[config.mk]
export PLATFORM = sky130hd
export DESIGN_NAME = smoke_alarm_cadence_fan_level
export DESIGN_NICKNAME = d
export VERILOG_FILES = /design/src/hw/rtl/smk_pkg.sv /design/src/hw/rtl/smoke_alarm_cadence_fan_level.sv /design/src/hw/rtl/smk_cfg.sv /design/src/hw/rtl/smk_core.sv
export SDC_FILE = /design/constraint.sdc
export NUM_CORES = 1
export LEC_CHECK = 0
export BUFFER_PORTS_ARGS = -buffer_cell sky130_fd_sc_hd__buf_4
export CAP_MARGIN = 20
export CORE_MARGIN = 1
export CORE_UTILIZATION = 29
export DETAILED_ROUTE_END_ITERATION = 8
export PLACE_DENSITY_LB_ADDON = 0.15
export REMOVE_ABC_BUFFERS = 1
export SLEW_MARGIN = 20
export SYNTH_ARGS = -nofsm -noshare
export SYNTH_HDL_FRONTEND = slang
export SYNTH_SLANG_ARGS = --single-unit
[constraint.sdc]
create_clock -name clk_i -period 11.7 [get_ports clk_i]
set_input_delay 1.17 -clock clk_i [delete_from_list [all_inputs] [get_ports clk_i]]
set_output_delay 1.17 -clock clk_i [all_outputs]
set_load 0.02 [all_outputs]
[src/hw/rtl/smk_pkg.sv]
package smk_pkg;

  localparam int unsigned AdcW   = 8;
  localparam int unsigned PctW   = 7;
  localparam int unsigned SecW   = 8;
  localparam int unsigned ChanW  = 2;
  localparam int unsigned LevelW = 3;
  localparam int unsigned LinesW = 4;
  localparam int unsigned CmpW   = 15;
  localparam int unsigned AddrW  = 5;
  localparam int unsigned DataW  = 32;

  localparam logic [CmpW-1:0] PctScale = 15'd100;
  localparam logic [PctW-1:0] FanLim4  = 7'd70;
  localparam logic [PctW-1:0] FanLim3  = 7'd60;
  localparam logic [PctW-1:0] FanLim2  = 7'd50;
  localparam logic [SecW-1:0] SecMax   = 8'd255;

  localparam logic [PctW-1:0] AlarmThrRst = 7'd10;
  localparam logic [PctW-1:0] FanThrRst   = 7'd20;
  localparam logic [SecW-1:0] WarnSecRst  = 8'd10;
  localparam logic [SecW-1:0] SleepSecRst = 8'd10;
  localparam logic [SecW-1:0] TicksRst    = 8'd20;

  typedef enum logic {
    ModeSample = 1'b0,
    ModeTick   = 1'b1
  } mode_e;

  typedef enum logic [2:0] {
    RegAlarmThr  = 3'd0,
    RegFanThr    = 3'd1,
    RegWarnSec   = 3'd2,
    RegSleepSec  = 3'd3,
    RegTicksSec  = 3'd4
  } reg_idx_e;

  typedef struct packed {
    logic [PctW-1:0] alarm_threshold;
    logic [PctW-1:0] fan_threshold;
    logic [SecW-1:0] warning_seconds;
    logic [SecW-1:0] sleep_seconds;
    logic [SecW-1:0] ticks_per_second;
  } cfg_t;

  typedef struct packed {
    mode_e            mode;
    logic [ChanW-1:0] channel;
    logic [AdcW-1:0]  adc_value;
  } item_t;

  // packed MSB first: alarm_lines ends up in the lowest bits
  typedef struct packed {
    logic              second_elapsed;
    logic [LevelW-1:0] fan_level;
    logic [ChanW-1:0]  channel_out;
    logic [LinesW-1:0] alarm_lines;
  } result_t;

  localparam int unsigned ResultW = $bits(result_t);

  // exact compare of adc*100 against pct*256
  function automatic logic above(input logic [AdcW-1:0] adc, input logic [PctW-1:0] pct);
    logic [CmpW-1:0] lhs;
    logic [CmpW-1:0] rhs;
    lhs = {{(CmpW-AdcW){1'b0}}, adc} * PctScale;
    rhs = {pct, {AdcW{1'b0}}};
    return lhs > rhs;
  endfunction

endpackage

[src/hw/rtl/smoke_alarm_cadence_fan_level.sv]
// Four-channel smoke alarm controller. Each transfer on the input stream is
// either a sample (tuser 0: channel and 8-bit reading) or a timer tick
// (tuser 1), and gives exactly one result transfer: the alarm lines of all
// channels after the item, the sampled channel and its fan level 0..4, and a
// flag when a tick completed a second. One item is taken every clock cycle
// while results are accepted; an item passes the input register, then the
// result register; the per-channel counters update as the result is registered.
// Settings live in the APB registers: 0x00 alarm threshold, 0x04 fan
// threshold, 0x08 warning seconds, 0x0C sleep seconds, 0x10 ticks per second.
module smoke_alarm_cadence_fan_level #(
  parameter int unsigned CHANNELS = 4
) (
  input  logic                      clk_i,
  input  logic                      rst_ni,
  input  logic                      s_axis_tvalid,
  output logic                      s_axis_tready,
  input  logic [15:0]               s_axis_tdata,  // channel[1:0], adc_value[9:2], zero
  input  logic                      s_axis_tuser,  // mode
  output logic                      m_axis_tvalid,
  input  logic                      m_axis_tready,
  output logic [15:0]               m_axis_tdata,  // alarm_lines[3:0], channel_out[5:4],
                                                   // fan_level[8:6], second_elapsed[9], zero
  input  logic                      psel,
  input  logic                      penable,
  input  logic                      pwrite,
  input  logic [smk_pkg::AddrW-1:0] paddr,
  input  logic [smk_pkg::DataW-1:0] pwdata,
  output logic [smk_pkg::DataW-1:0] prdata,
  output logic                      pready
);

  smk_pkg::cfg_t    cfg;
  smk_pkg::item_t   in_item_q, in_item_d;
  smk_pkg::result_t res, out_res_q;
  logic             in_valid_q, in_valid_d;
  logic             out_valid_q, out_valid_d;
  logic             advance;
  logic             in_xfer;

  smk_cfg u_cfg (
    .clk_i   (clk_i),
    .rst_ni  (rst_ni),
    .psel    (psel),
    .penable (penable),
    .pwrite  (pwrite),
    .paddr   (paddr),
    .pwdata  (pwdata),
    .prdata  (prdata),
    .pready  (pready),
    .cfg_o   (cfg)
  );

  smk_core #(
    .CHANNELS (CHANNELS)
  ) u_core (
    .clk_i    (clk_i),
    .rst_ni   (rst_ni),
    .en_i     (advance),
    .item_i   (in_item_q),
    .cfg_i    (cfg),
    .result_o (res)
  );

  assign advance       = in_valid_q && (!out_valid_q || m_axis_tready);
  assign s_axis_tready = !in_valid_q || advance;
  assign in_xfer       = s_axis_tvalid && s_axis_tready;

  assign in_valid_d  = in_xfer || (in_valid_q && !advance);
  assign out_valid_d = advance || (out_valid_q && !m_axis_tready);

  assign in_item_d.mode      = smk_pkg::mode_e'(s_axis_tuser);
  assign in_item_d.channel   = s_axis_tdata[1:0];
  assign in_item_d.adc_value = s_axis_tdata[9:2];

  assign m_axis_tvalid = out_valid_q;
  assign m_axis_tdata  = {{(16-smk_pkg::ResultW){1'b0}}, out_res_q};

  always_ff @(posedge clk_i or negedge rst_ni) begin
    if (!rst_ni) begin
      in_valid_q  <= 1'b0;
      out_valid_q <= 1'b0;
    end else begin
      in_valid_q  <= in_valid_d;
      out_valid_q <= out_valid_d;
    end
  end

  always_ff @(posedge clk_i) begin
    if (in_xfer) begin
      in_item_q <= in_item_d;
    end
    if (advance) begin
      out_res_q <= res;
    end
  end

  assert property (@(posedge clk_i) disable iff (!rst_ni)
    out_valid_q && out_res_q.second_elapsed |->
      out_res_q.channel_out == '0 && out_res_q.fan_level == '0)
    else $error("second flag on a result that carries sample data");

  assert property (@(posedge clk_i) disable iff (!rst_ni)
    out_valid_q |-> out_res_q.fan_level <= 3'd4)
    else $error("fan level out of range");

  assert property (@(posedge clk_i) disable iff (!rst_ni)
    advance |=> out_valid_q)
    else $error("processed item produced no result");

  assert property (@(posedge clk_i) disable iff (!rst_ni)
    out_valid_q && !m_axis_tready |=> out_valid_q && $stable(out_res_q))
    else $error("stalled result changed or dropped");

endmodule

[src/hw/rtl/smk_cfg.sv]
module smk_cfg (
  input  logic                        clk_i,
  input  logic                        rst_ni,
  input  logic                        psel,
  input  logic                        penable,
  input  logic                        pwrite,
  input  logic [smk_pkg::AddrW-1:0]   paddr,
  input  logic [smk_pkg::DataW-1:0]   pwdata,
  output logic [smk_pkg::DataW-1:0]   prdata,
  output logic                        pready,
  output smk_pkg::cfg_t               cfg_o
);

  smk_pkg::cfg_t      cfg_q, cfg_d;
  smk_pkg::reg_idx_e  idx;
  logic               wr_en;

  assign idx    = smk_pkg::reg_idx_e'(paddr[smk_pkg::AddrW-1:2]);
  assign wr_en  = psel & penable & pwrite;
  assign pready = 1'b1;
  assign cfg_o  = cfg_q;

  always_comb begin
    cfg_d = cfg_q;
    if (wr_en) begin
      unique case (idx)
        smk_pkg::RegAlarmThr: cfg_d.alarm_threshold  = pwdata[smk_pkg::PctW-1:0];
        smk_pkg::RegFanThr:   cfg_d.fan_threshold    = pwdata[smk_pkg::PctW-1:0];
        smk_pkg::RegWarnSec:  cfg_d.warning_seconds  = pwdata[smk_pkg::SecW-1:0];
        smk_pkg::RegSleepSec: cfg_d.sleep_seconds    = pwdata[smk_pkg::SecW-1:0];
        smk_pkg::RegTicksSec: cfg_d.ticks_per_second = pwdata[smk_pkg::SecW-1:0];
        default: ;
      endcase
    end
  end

  always_comb begin
    prdata = '0;
    unique case (idx)
      smk_pkg::RegAlarmThr: prdata[smk_pkg::PctW-1:0] = cfg_q.alarm_threshold;
      smk_pkg::RegFanThr:   prdata[smk_pkg::PctW-1:0] = cfg_q.fan_threshold;
      smk_pkg::RegWarnSec:  prdata[smk_pkg::SecW-1:0] = cfg_q.warning_seconds;
      smk_pkg::RegSleepSec: prdata[smk_pkg::SecW-1:0] = cfg_q.sleep_seconds;
      smk_pkg::RegTicksSec: prdata[smk_pkg::SecW-1:0] = cfg_q.ticks_per_second;
      default: ;
    endcase
  end

  always_ff @(posedge clk_i or negedge rst_ni) begin
    if (!rst_ni) begin
      cfg_q.alarm_threshold  <= smk_pkg::AlarmThrRst;
      cfg_q.fan_threshold    <= smk_pkg::FanThrRst;
      cfg_q.warning_seconds  <= smk_pkg::WarnSecRst;
      cfg_q.sleep_seconds    <= smk_pkg::SleepSecRst;
      cfg_q.ticks_per_second <= smk_pkg::TicksRst;
    end else begin
      cfg_q <= cfg_d;
    end
  end

endmodule

[src/hw/rtl/smk_core.sv]
module smk_core #(
  parameter int unsigned CHANNELS = 4
) (
  input  logic             clk_i,
  input  logic             rst_ni,
  input  logic             en_i,
  input  smk_pkg::item_t   item_i,
  input  smk_pkg::cfg_t    cfg_i,
  output smk_pkg::result_t result_o
);

  logic [smk_pkg::SecW-1:0]   on_q  [CHANNELS];
  logic [smk_pkg::SecW-1:0]   on_d  [CHANNELS];
  logic [smk_pkg::SecW-1:0]   off_q [CHANNELS];
  logic [smk_pkg::SecW-1:0]   off_d [CHANNELS];
  logic [CHANNELS-1:0]        alarm_q, alarm_d;
  logic [smk_pkg::SecW-1:0]   tick_q, tick_d;
  logic [smk_pkg::SecW-1:0]   tick_inc;
  logic                       alarm_hit;
  logic                       chan_ok;
  logic                       sec;
  logic [smk_pkg::LevelW-1:0] fan;

  assign tick_inc  = tick_q + 8'd1;
  assign alarm_hit = smk_pkg::above(item_i.adc_value, cfg_i.alarm_threshold);
  assign chan_ok   = int'(item_i.channel) < CHANNELS;

  always_comb begin
    fan = 3'd0;
    if (item_i.mode == smk_pkg::ModeSample && chan_ok &&
        smk_pkg::above(item_i.adc_value, cfg_i.fan_threshold)) begin
      priority if (smk_pkg::above(item_i.adc_value, smk_pkg::FanLim4)) fan = 3'd4;
      else if (smk_pkg::above(item_i.adc_value, smk_pkg::FanLim3)) fan = 3'd3;
      else if (smk_pkg::above(item_i.adc_value, smk_pkg::FanLim2)) fan = 3'd2;
      else fan = 3'd1;
    end
  end

  always_comb begin
    on_d    = on_q;
    off_d   = off_q;
    alarm_d = alarm_q;
    tick_d  = tick_q;
    sec     = 1'b0;
    if (item_i.mode == smk_pkg::ModeTick) begin
      tick_d = tick_inc;
      if (tick_inc == cfg_i.ticks_per_second) begin
        tick_d = '0;
        sec    = 1'b1;
        for (int i = 0; i < CHANNELS; i++) begin
          if (on_q[i] != '0 && on_q[i] != smk_pkg::SecMax) on_d[i] = on_q[i] + 8'd1;
          if (off_q[i] != '0 && off_q[i] != smk_pkg::SecMax) off_d[i] = off_q[i] + 8'd1;
        end
      end
    end else begin
      for (int i = 0; i < CHANNELS; i++) begin
        if (int'(item_i.channel) == i) begin
          if (!alarm_hit) begin
            alarm_d[i] = 1'b0;
            on_d[i]    = '0;
            off_d[i]   = '0;
          end else if (on_q[i] == '0 && off_q[i] == '0) begin
            alarm_d[i] = 1'b1;
            on_d[i]    = 8'd1;
          end else begin
            if (on_q[i] >= cfg_i.warning_seconds) begin
              on_d[i]    = '0;
              off_d[i]   = 8'd1;
              alarm_d[i] = 1'b0;
            end
            if (off_d[i] >= cfg_i.sleep_seconds) begin
              off_d[i]   = '0;
              alarm_d[i] = 1'b1;
              on_d[i]    = 8'd1;
            end
          end
        end
      end
    end
  end

  always_comb begin
    result_o = '0;
    for (int i = 0; i < smk_pkg::LinesW; i++) begin
      if (i < CHANNELS) result_o.alarm_lines[i] = alarm_d[i];
    end
    result_o.channel_out    = (item_i.mode == smk_pkg::ModeSample) ? item_i.channel : '0;
    result_o.fan_level      = fan;
    result_o.second_elapsed = sec;
  end

  always_ff @(posedge clk_i or negedge rst_ni) begin
    if (!rst_ni) begin
      for (int i = 0; i < CHANNELS; i++) begin
        on_q[i]  <= '0;
        off_q[i] <= '0;
      end
      alarm_q <= '0;
      tick_q  <= '0;
    end else if (en_i) begin
      on_q    <= on_d;
      off_q   <= off_d;
      alarm_q <= alarm_d;
      tick_q  <= tick_d;
    end
  end

endmodule
==> results of run 1 <==
==> routing by layer <==
layer | share of wire [%] | up-vias
li1 | - | 4164
met2 | 46 | 142
met3 | 3.4 | 26
met1 | 49 | 4009
met5 | 0 | -
met4 | 1.5 | 0
==> layout by cell type (no fill, tap or decap), drive strengths merged, types with 27 or more instances in the layout <==
cell type / instances
nor4: 27
ha: 126
nand2: 95
mux2: 27
and3: 30
nand3: 42
a21o: 34
conb: 31
buf: 58
inv: 70
nor2: 43
o21ai: 76
and2: 37
dfrtp: 106
a21oi: 31
==> flip-flops by register name, summed over array words and instances (netlist names) <==
register        count
u_core.alarm_q      4
u_cfg.cfg_o        38
m_axis_tvalid       1
in_valid_q          1
in_item_q          11
m_axis_tdata       10
u_core.tick_q       8
u_core.off_q       32
u_core.on_q        32
==> power by group through the flow <==
stage / Clock, mW / Combinational [mW] / Sequential [mW]
3_3_place_gp: 0 / 0.799 / 0.703
4_1_cts: 0.568 / 0.819 / 0.697
3_5_place_dp: 0 / 0.813 / 0.704
6_report: 0.551 / 0.804 / 0.697
2_1_floorplan: 0 / 0.584 / 0.674
5_1_grt: 0.586 / 0.925 / 0.715
==> synthesized netlist by cell type (11+ instances only) <==
| master | instances |
|---|---|
| inv_1 | 66 |
| a21o_1 | 34 |
| and3_1 | 30 |
| o22ai_1 | 12 |
| o21a_1 | 12 |
| mux2_2 | 25 |
| buf_4 | 31 |
| o21ai_0 | 76 |
| a22oi_1 | 14 |
| a31oi_1 | 11 |
| a21oi_1 | 31 |
| nand3_1 | 42 |
| and2_1 | 37 |
| clkbuf_1 | 28 |
| nor2_1 | 43 |
| nor4_1 | 26 |
| nand4_1 | 13 |
| ha_1 | 126 |
| nand2_1 | 95 |
| a22o_1 | 11 |
| a211o_1 | 21 |
| edfxtp_1 | 21 |
| nor3_1 | 12 |
| nand2b_1 | 24 |
| dfrtp_1 | 106 |
==> kinds of logic (layout without fill, tap and decap cells) <==
| family | after synthesis | count (layout) | share of synthesized area [%] |
|---|---|---|---|
| AND/OR/NAND/NOR | 369 | 369 | 18.9 |
| AO/OA/AOI/OAI | 297 | 297 | 20.1 |
| flip-flops | 137 | 137 | 34.2 |
| adder cells (fa/ha/maj) | 129 | 129 | 15.8 |
| buffers and inverters | 127 | 156 | 5.80 |
| multiplexers | 34 | 34 | 3.76 |
| XOR/XNOR | 16 | 16 | 1.35 |
| other | 2 | 31 | 0.0724 |
==> metrics by stage <==
| stage | power [mW] | setup WS (ns) |
|---|---|---|
| after floorplan | 1.26 | 6.82 |
| after global placement | 1.50 | 5.74 |
| after detailed placement | 1.52 | 5.78 |
| after CTS | 2.08 | 5.74 |
| after global routing | 2.23 | 5.42 |
| final | 2.05 | 5.72 |
==> area by class of cell <==
type                            instances  share of cell area [%]
Clock buffer                           20                    4.08
Clock inverter                         12                   0.949
Inverter                               66                    2.11
Multi-Input combinational cell        876                    54.1
Sequential cell                       137                    30.2
Tap cell                              455                    4.85
Timing Repair Buffer                   58                    3.71
==> how the worst max path moves through the flow <==
stage,endpoint,slack (ns)
final,u_core.on_q[24],5.72
after CTS,u_core.on_q[24],5.74
after global placement,u_core.on_q[24],5.74
after global routing,u_core.on_q[24],5.42
after detailed placement,u_core.on_q[24],5.78
after floorplan,u_core.on_q[24],6.82
==> results.md, run 1 <==
- Status: finished, final reports clean
- CTS tree: built
- Reg clk slew, reported paths: around 0.06 ns
- Max-Cap Viols: 0
- Initial core utilization: between 20% and 30%
- Post-CTS Resized: 0
- Worst path depth: 17
- Die H: 191 um
- Synth Cell Area: just over 10,000 um2
- Reg2Reg Depth: 17
- CTS H-Tree Depth: 4
- Final Max Slew Viols: 0
- Pre-Repair DR Iteration Count: 5
- Crit path max fanout: 8
- Layout cells sized above 1: between 10% and 20%
- I/O Buffers: 48
- Fin. Hold Viols: 0
- Placed cells: 1,592
- Final Cycle Share: ~51%
- Register area share after synthesis: approximately 34%
- Reg2reg setup slack: about 5.7 ns
- GR Util All Layers: 16.3%
- P per Cell Area: ~170 nW/um2
- Net switching power: around 0.80 mW
- Initial antenna violation count: 0
- Die Wd: ~190 um
- Overflow after GRT: 0
- Final Non-Filler Cells: 1,624
- Share of synthesized registers carrying an async set or reset: 84.7%
- WP buf/inv: 0
- Worst hold start: u_core.tick_q[7]
- Cells after Synth: ~1.1k
- Root buf cell: clkbuf_16
- Starting DRT DRC Count: 400
- CTS buffer count: 17
- Top cells by area, synth: dfrtp_1 (26%), ha_1 (15%), edfxtp_1 (6.1%)
- Antenna Nets Post-Route: 0
- Synth top area share: 25.6%
- Reg power frac: about a third
- Via count of the first global-routing pass: about 8k
- Largest net degree at the start of global routing: 76
- Critical-path top delay cell: o22ai_1
- Switch share: 39.0%
- Post-synth EDFFs: 21
- Setup TNS Final: 0 ns
- Design area: between 10,000 and 15,000 um2
- Global-route wire length before repair: between 40 and 50 mm
- Met1 Use GR: 22.1%
- Yosys top cell by area: dfrtp_1
- WL/cell: 17.5 um
- Synth warn: 0
- Comb pwr share: 39.2%
- CP startpoint: in_item_q[2]
- Fin Clk Skew: roughly 0.013 ns
- Storage element area: approximately 3500 um2
- Met2 usage: 26.1%
- Clock power share: roughly 27%
- Seq cells post-synth: between 100 and 150
- Post-cts hold buffer count: 0
- Dominant synthesized flop cell: dfrtp_1
- RSZ-0062 raised after global routing: false
- Post-Route Utilization: 33.6%
- R2R Path End: u_core.on_q[24]
- Setup crit end kind: flop
- Reg-to-Reg Start: in_item_q[2]
- DP HPWL: roughly 20 mm
- GR Util met3: around 3.1%
- Via count: between 8k and 9k
- Routed WL: around 28 mm
- Remaining DRCs: 0
- CP Class: flop to flop
- Int Power: 1.25 mW
- Max incr delay on CP: 0.69 ns
- DR vias/cell: between 5 and 6
- Worst EP required: between 10 and 15 ns
- Hold path depth: 1
- Setup Viol. Count Final: 0
- Clk Latency, worst-skew pair: between 0.4 and 0.5 ns
- # fillers: approximately 3.6k
- Final Net Count: approximately 1.3k
- Post-CTS setup buffer count: 0
- Multi-input logic area: around 6300 um2
- Max frequency: ~0.17 GHz
- Slew margin rel.: a little over 40%
- Maximum VDD drop: between 100 and 150 uV
- GRT busiest layer: met2
- Area Growth Syn to Fin: 13.0%
- CTS Sinks: approximately 140
- Startpoint types: flop
- Core area: about 35,000 um2
- Pleak: 5.30 nW
- Full die area: around 37,000 um2
- Worst hold path class: flop to flop
- Ant. Diodes: 0
- Row cnt: 68
- Critical Path AT: 6.30 ns
- Hold WS: about 0.5 ns
- Hold EP: u_core.tick_q[7]
- Syn Area/Cell: 9.34 um2
- Unique masters post-synth: 77
- Fin crit period: 5.98 ns
- Top Ports: roughly 110
- Slew @ Worst Pin: between 0.8 and 0.9 ns
- Crit-path cells: ha_1 -> ha_1 -> fa_1 -> ha_1 -> a211oi_1 -> o21ai_0 -> a21o_1 -> a21oi_1 -> xnor2_1 -> ha_1 -> nand4_1 -> or2_2 -> o22ai_1 -> nor2_1 -> o2111a_1 -> a22o_1 -> mux2_4
- Routability cong.: 0.777
- Most used cell, CP: ha_1
- CP top delay family: compound AO/OA/AOI/OAI gates
- Area after DPL: 11,100 um2
- CTS Buffer Depth: 2
Note: power is estimated with default switching activity, not from simulation.
==> run 2, diff against run 1 <==
- clock period: 11.7 -> 5.2 ns (I/O delays scaled with it)
==> run 2 against run 1 <==
  * Worst setup slack lost 5.5 ns
  * Non-clock buffer count is 26 higher
  * Global-route usage rose by 0.51 points
  * Maximum frequency rose by 20%
==> results.md, run 2 (same netlist as run 1, synthesis figures left out) <==
- Row cnt: 68 (unchanged)
- Multi-input logic area: 6420 um2 (+1.2%)
- DP HPWL: 21.5 mm (+5.1%)
- Overflow after GRT: 0 (unchanged)
- Remaining DRCs: 0 (unchanged)
- Initial core utilization: 29.8% (unchanged)
- Setup WS pre-CTS: 0.0209 ns (-5.76 ns)
- Final Max Slew Viols: 0 (unchanged)
- Pleak: 5.43 nW (+2.5%)
- CTS tree: built
- CP Class: flop to flop
- Core area: 34,900 um2 (unchanged)
- Placed cells: 1,617 (+1.6%)
- GR Util All Layers: 16.8% (+0.51 points)
- Root buf cell: clkbuf_16
- Initial antenna violation count: 0 (unchanged)
- Most used cell, CP: ha_1
- Final Non-Filler Cells: 1,650 (+1.6%)
- I/O Buffers: 48 (unchanged)
- Starting DRT DRC Count: 509 (+27%)
- Fin. Hold Viols: 0 (unchanged)
- Antenna Nets Post-Route: 0 (unchanged)
- WL/cell: 17.6 um (+0.58%)
- Full die area: 36,600 um2 (unchanged)
- Fin Clk Skew: 0.0135 ns (+0.000296 ns)
- Most common cell after layout, fill and taps aside: ha_1
- Setup TNS Final: 0 ns (unchanged)
- Status: finished, final reports clean
- Die Wd: 191 um (unchanged)
- Clk Latency, worst-skew pair: 0.44 ns (about the same)
- Final Cycle Share: 95.5% (+44 points)
- Crit-path cells: ha_1 -> ha_1 -> inv_1 -> fa_1 -> inv_1 -> ha_1 -> o21a_1 -> a211oi_2 -> o21bai_1 -> a21oi_1 -> xnor2_1 -> ha_1 -> nand4_1 -> or2_2 -> o22ai_1 -> buf_4 -> buf_4 -> o31a_1 -> a21oi_2 -> a31o_4 -> a211o_1
- Slew margin rel.: 44.4% (+3.8 points)
- Final Net Count: 1,372 (+1.9%)
- DR vias/cell: 5.07 (-1.3%)
- Max-Cap Viols: 0 (unchanged)
- Fin crit period: 4.96 ns (-1.01 ns)
- CTS Sinks: 137 (unchanged)
- # fillers: 3,561 (-1.3%)
- Maximum VDD drop: 228 uV (+110%)
- Setup Viol. Count Final: 0 (unchanged)
- Routability cong.: 0.785 (+1.0%)
- Startpoint types: flop
- Routed WL: 29.0 mm (+2.2%)
- Top Ports: 112 (unchanged)
- Worst hold path class: input port to asynchronous set/reset pin
- CTS H-Tree Depth: 4 (unchanged)
- P per Cell Area: 390 nW/um2 (+120%)
- Critical Path AT: 5.28 ns (-1.02 ns)
- Worst EP required: 5.52 ns (-6.50 ns)
- CP top delay family: adder cells
- Critical-path top delay cell: fa_1
- Max frequency: 0.201 GHz (+20%)
- Crit path max fanout: 7 (-1)
- Via count: 8,364 (+0.28%)
- Reg clk slew, reported paths: 0.07 ns (about the same)
- Slew @ Worst Pin: 0.830 ns (-0.0601 ns)
- CTS buffer count: 17 (unchanged)
- Largest net degree at the start of global routing: 62 (-18%)
- Max FFs per register: 38 (unchanged)
- Final worst slack: 0.236 ns (-5.49 ns)
- Area Growth Syn to Fin: 15.5%
- Global-route wire length before repair: 47.0 mm (+2.5%)
- Pre-Repair DR Iteration Count: 4 (-1)
- Most frequent cells in the layout: ha_1 (126), dfrtp_1 (106), nand2_1 (95)
- Hold WS: 0.0267 ns (-0.478 ns)
- Layout cells sized above 1: 15.5% (+2.8 points)
- Via count of the first global-routing pass: 8,250 (+1.1%)
- Die H: 191 um (unchanged)
- Total power: 4.67 mW (+130%)
- Post-cts hold buffer count: 0 (unchanged)
- Storage element area: 3550 um2 (unchanged)
- Ant. Diodes: 0 (unchanged)
- WP buf/inv: 4 (+4)
- Setup crit end kind: flop
- Max incr delay on CP: 0.49 ns (-0.20 ns)
- CTS Buffer Depth: 2 (unchanged)
[run 2: layout make-up]
type | count | share of cell area [%]
multi-input cells | 876 | 53.5
flip-flops and latches | 137 | 29.6
repair buffers | 84 | 5.40
well taps | 455 | 4.75
clock buffers | 17 | 3.55
inverters | 66 | 2.07
clock inverters | 15 | 1.12
[run 2: final timing paths]
path | from | endpoint | slack [ns] | cells after the start
worst min-delay path | rst_ni | u_core.on_q[13] | 0.03 | 1
worst min register to register | in_valid_q | m_axis_tvalid | 0.49 | 1
min in group clk_i | s_axis_tdata[1] | in_item_q[9] | 0.25 | 1
worst max register to register | in_item_q[3] | u_core.off_q[5] | 0.24 | 21
max in group asynchronous | rst_ni | u_cfg.cfg_o[33] | 3.98 | 2
worst max-delay path | in_item_q[3] | u_core.off_q[5] | 0.24 | 21
[run 2: worst reg2reg max path: stages (launching register included)]
cell and delay [ns]:
edfxtp_1 0.43, ha_1 0.32, ha_1 0.27, inv_1 0.05, fa_1 0.49, inv_1 0.04
ha_1 0.36, o21a_1 0.16, a211oi_2 0.21, o21bai_1 0.10, a21oi_1 0.17, xnor2_1 0.12
ha_1 0.31, nand4_1 0.14, or2_2 0.35, o22ai_1 0.16, buf_4 0.19, buf_4 0.14
o31a_1 0.15, a21oi_2 0.08, a31o_4 0.30, a211o_1 0.30
[run 2: where the power goes]
| part | total (mW) | internal (mW) | switching, mW |
|---|---|---|---|
| Clock | 1.18 | 0.630 | 0.552 |
| Combinational | 1.92 | 0.857 | 1.06 |
| Sequential | 1.57 | 1.31 | 0.260 |
| Total | 4.67 | 2.80 | 1.87 |
[run 2: stage by stage]
stage / util [%] / instance area, um2
floorplan: - / 10100
global placement: 32.5 / 11300
detailed placement: 32.5 / 11300
CTS: 34.1 / 11900
global route: 34.4 / 12000
finish: 34.4 / 12000
[run 2: per-layer routing]
layer	part of all wire, %	global-route usage [%]
met1	50	22.8
met2	46	27.2
met3	3.0	3.18
met4	0.91	4.00
met5	0	0
[run 2: timing repair]
| item | 4_1_cts | 5_1_grt |
|---|---|---|
| setup buffers | 0 | 1 |
| endpoints found under the hold margin | 0 | 0 |
| gates resized for setup | 0 | 18 |
| endpoints found under the setup margin | 0 | 63 |
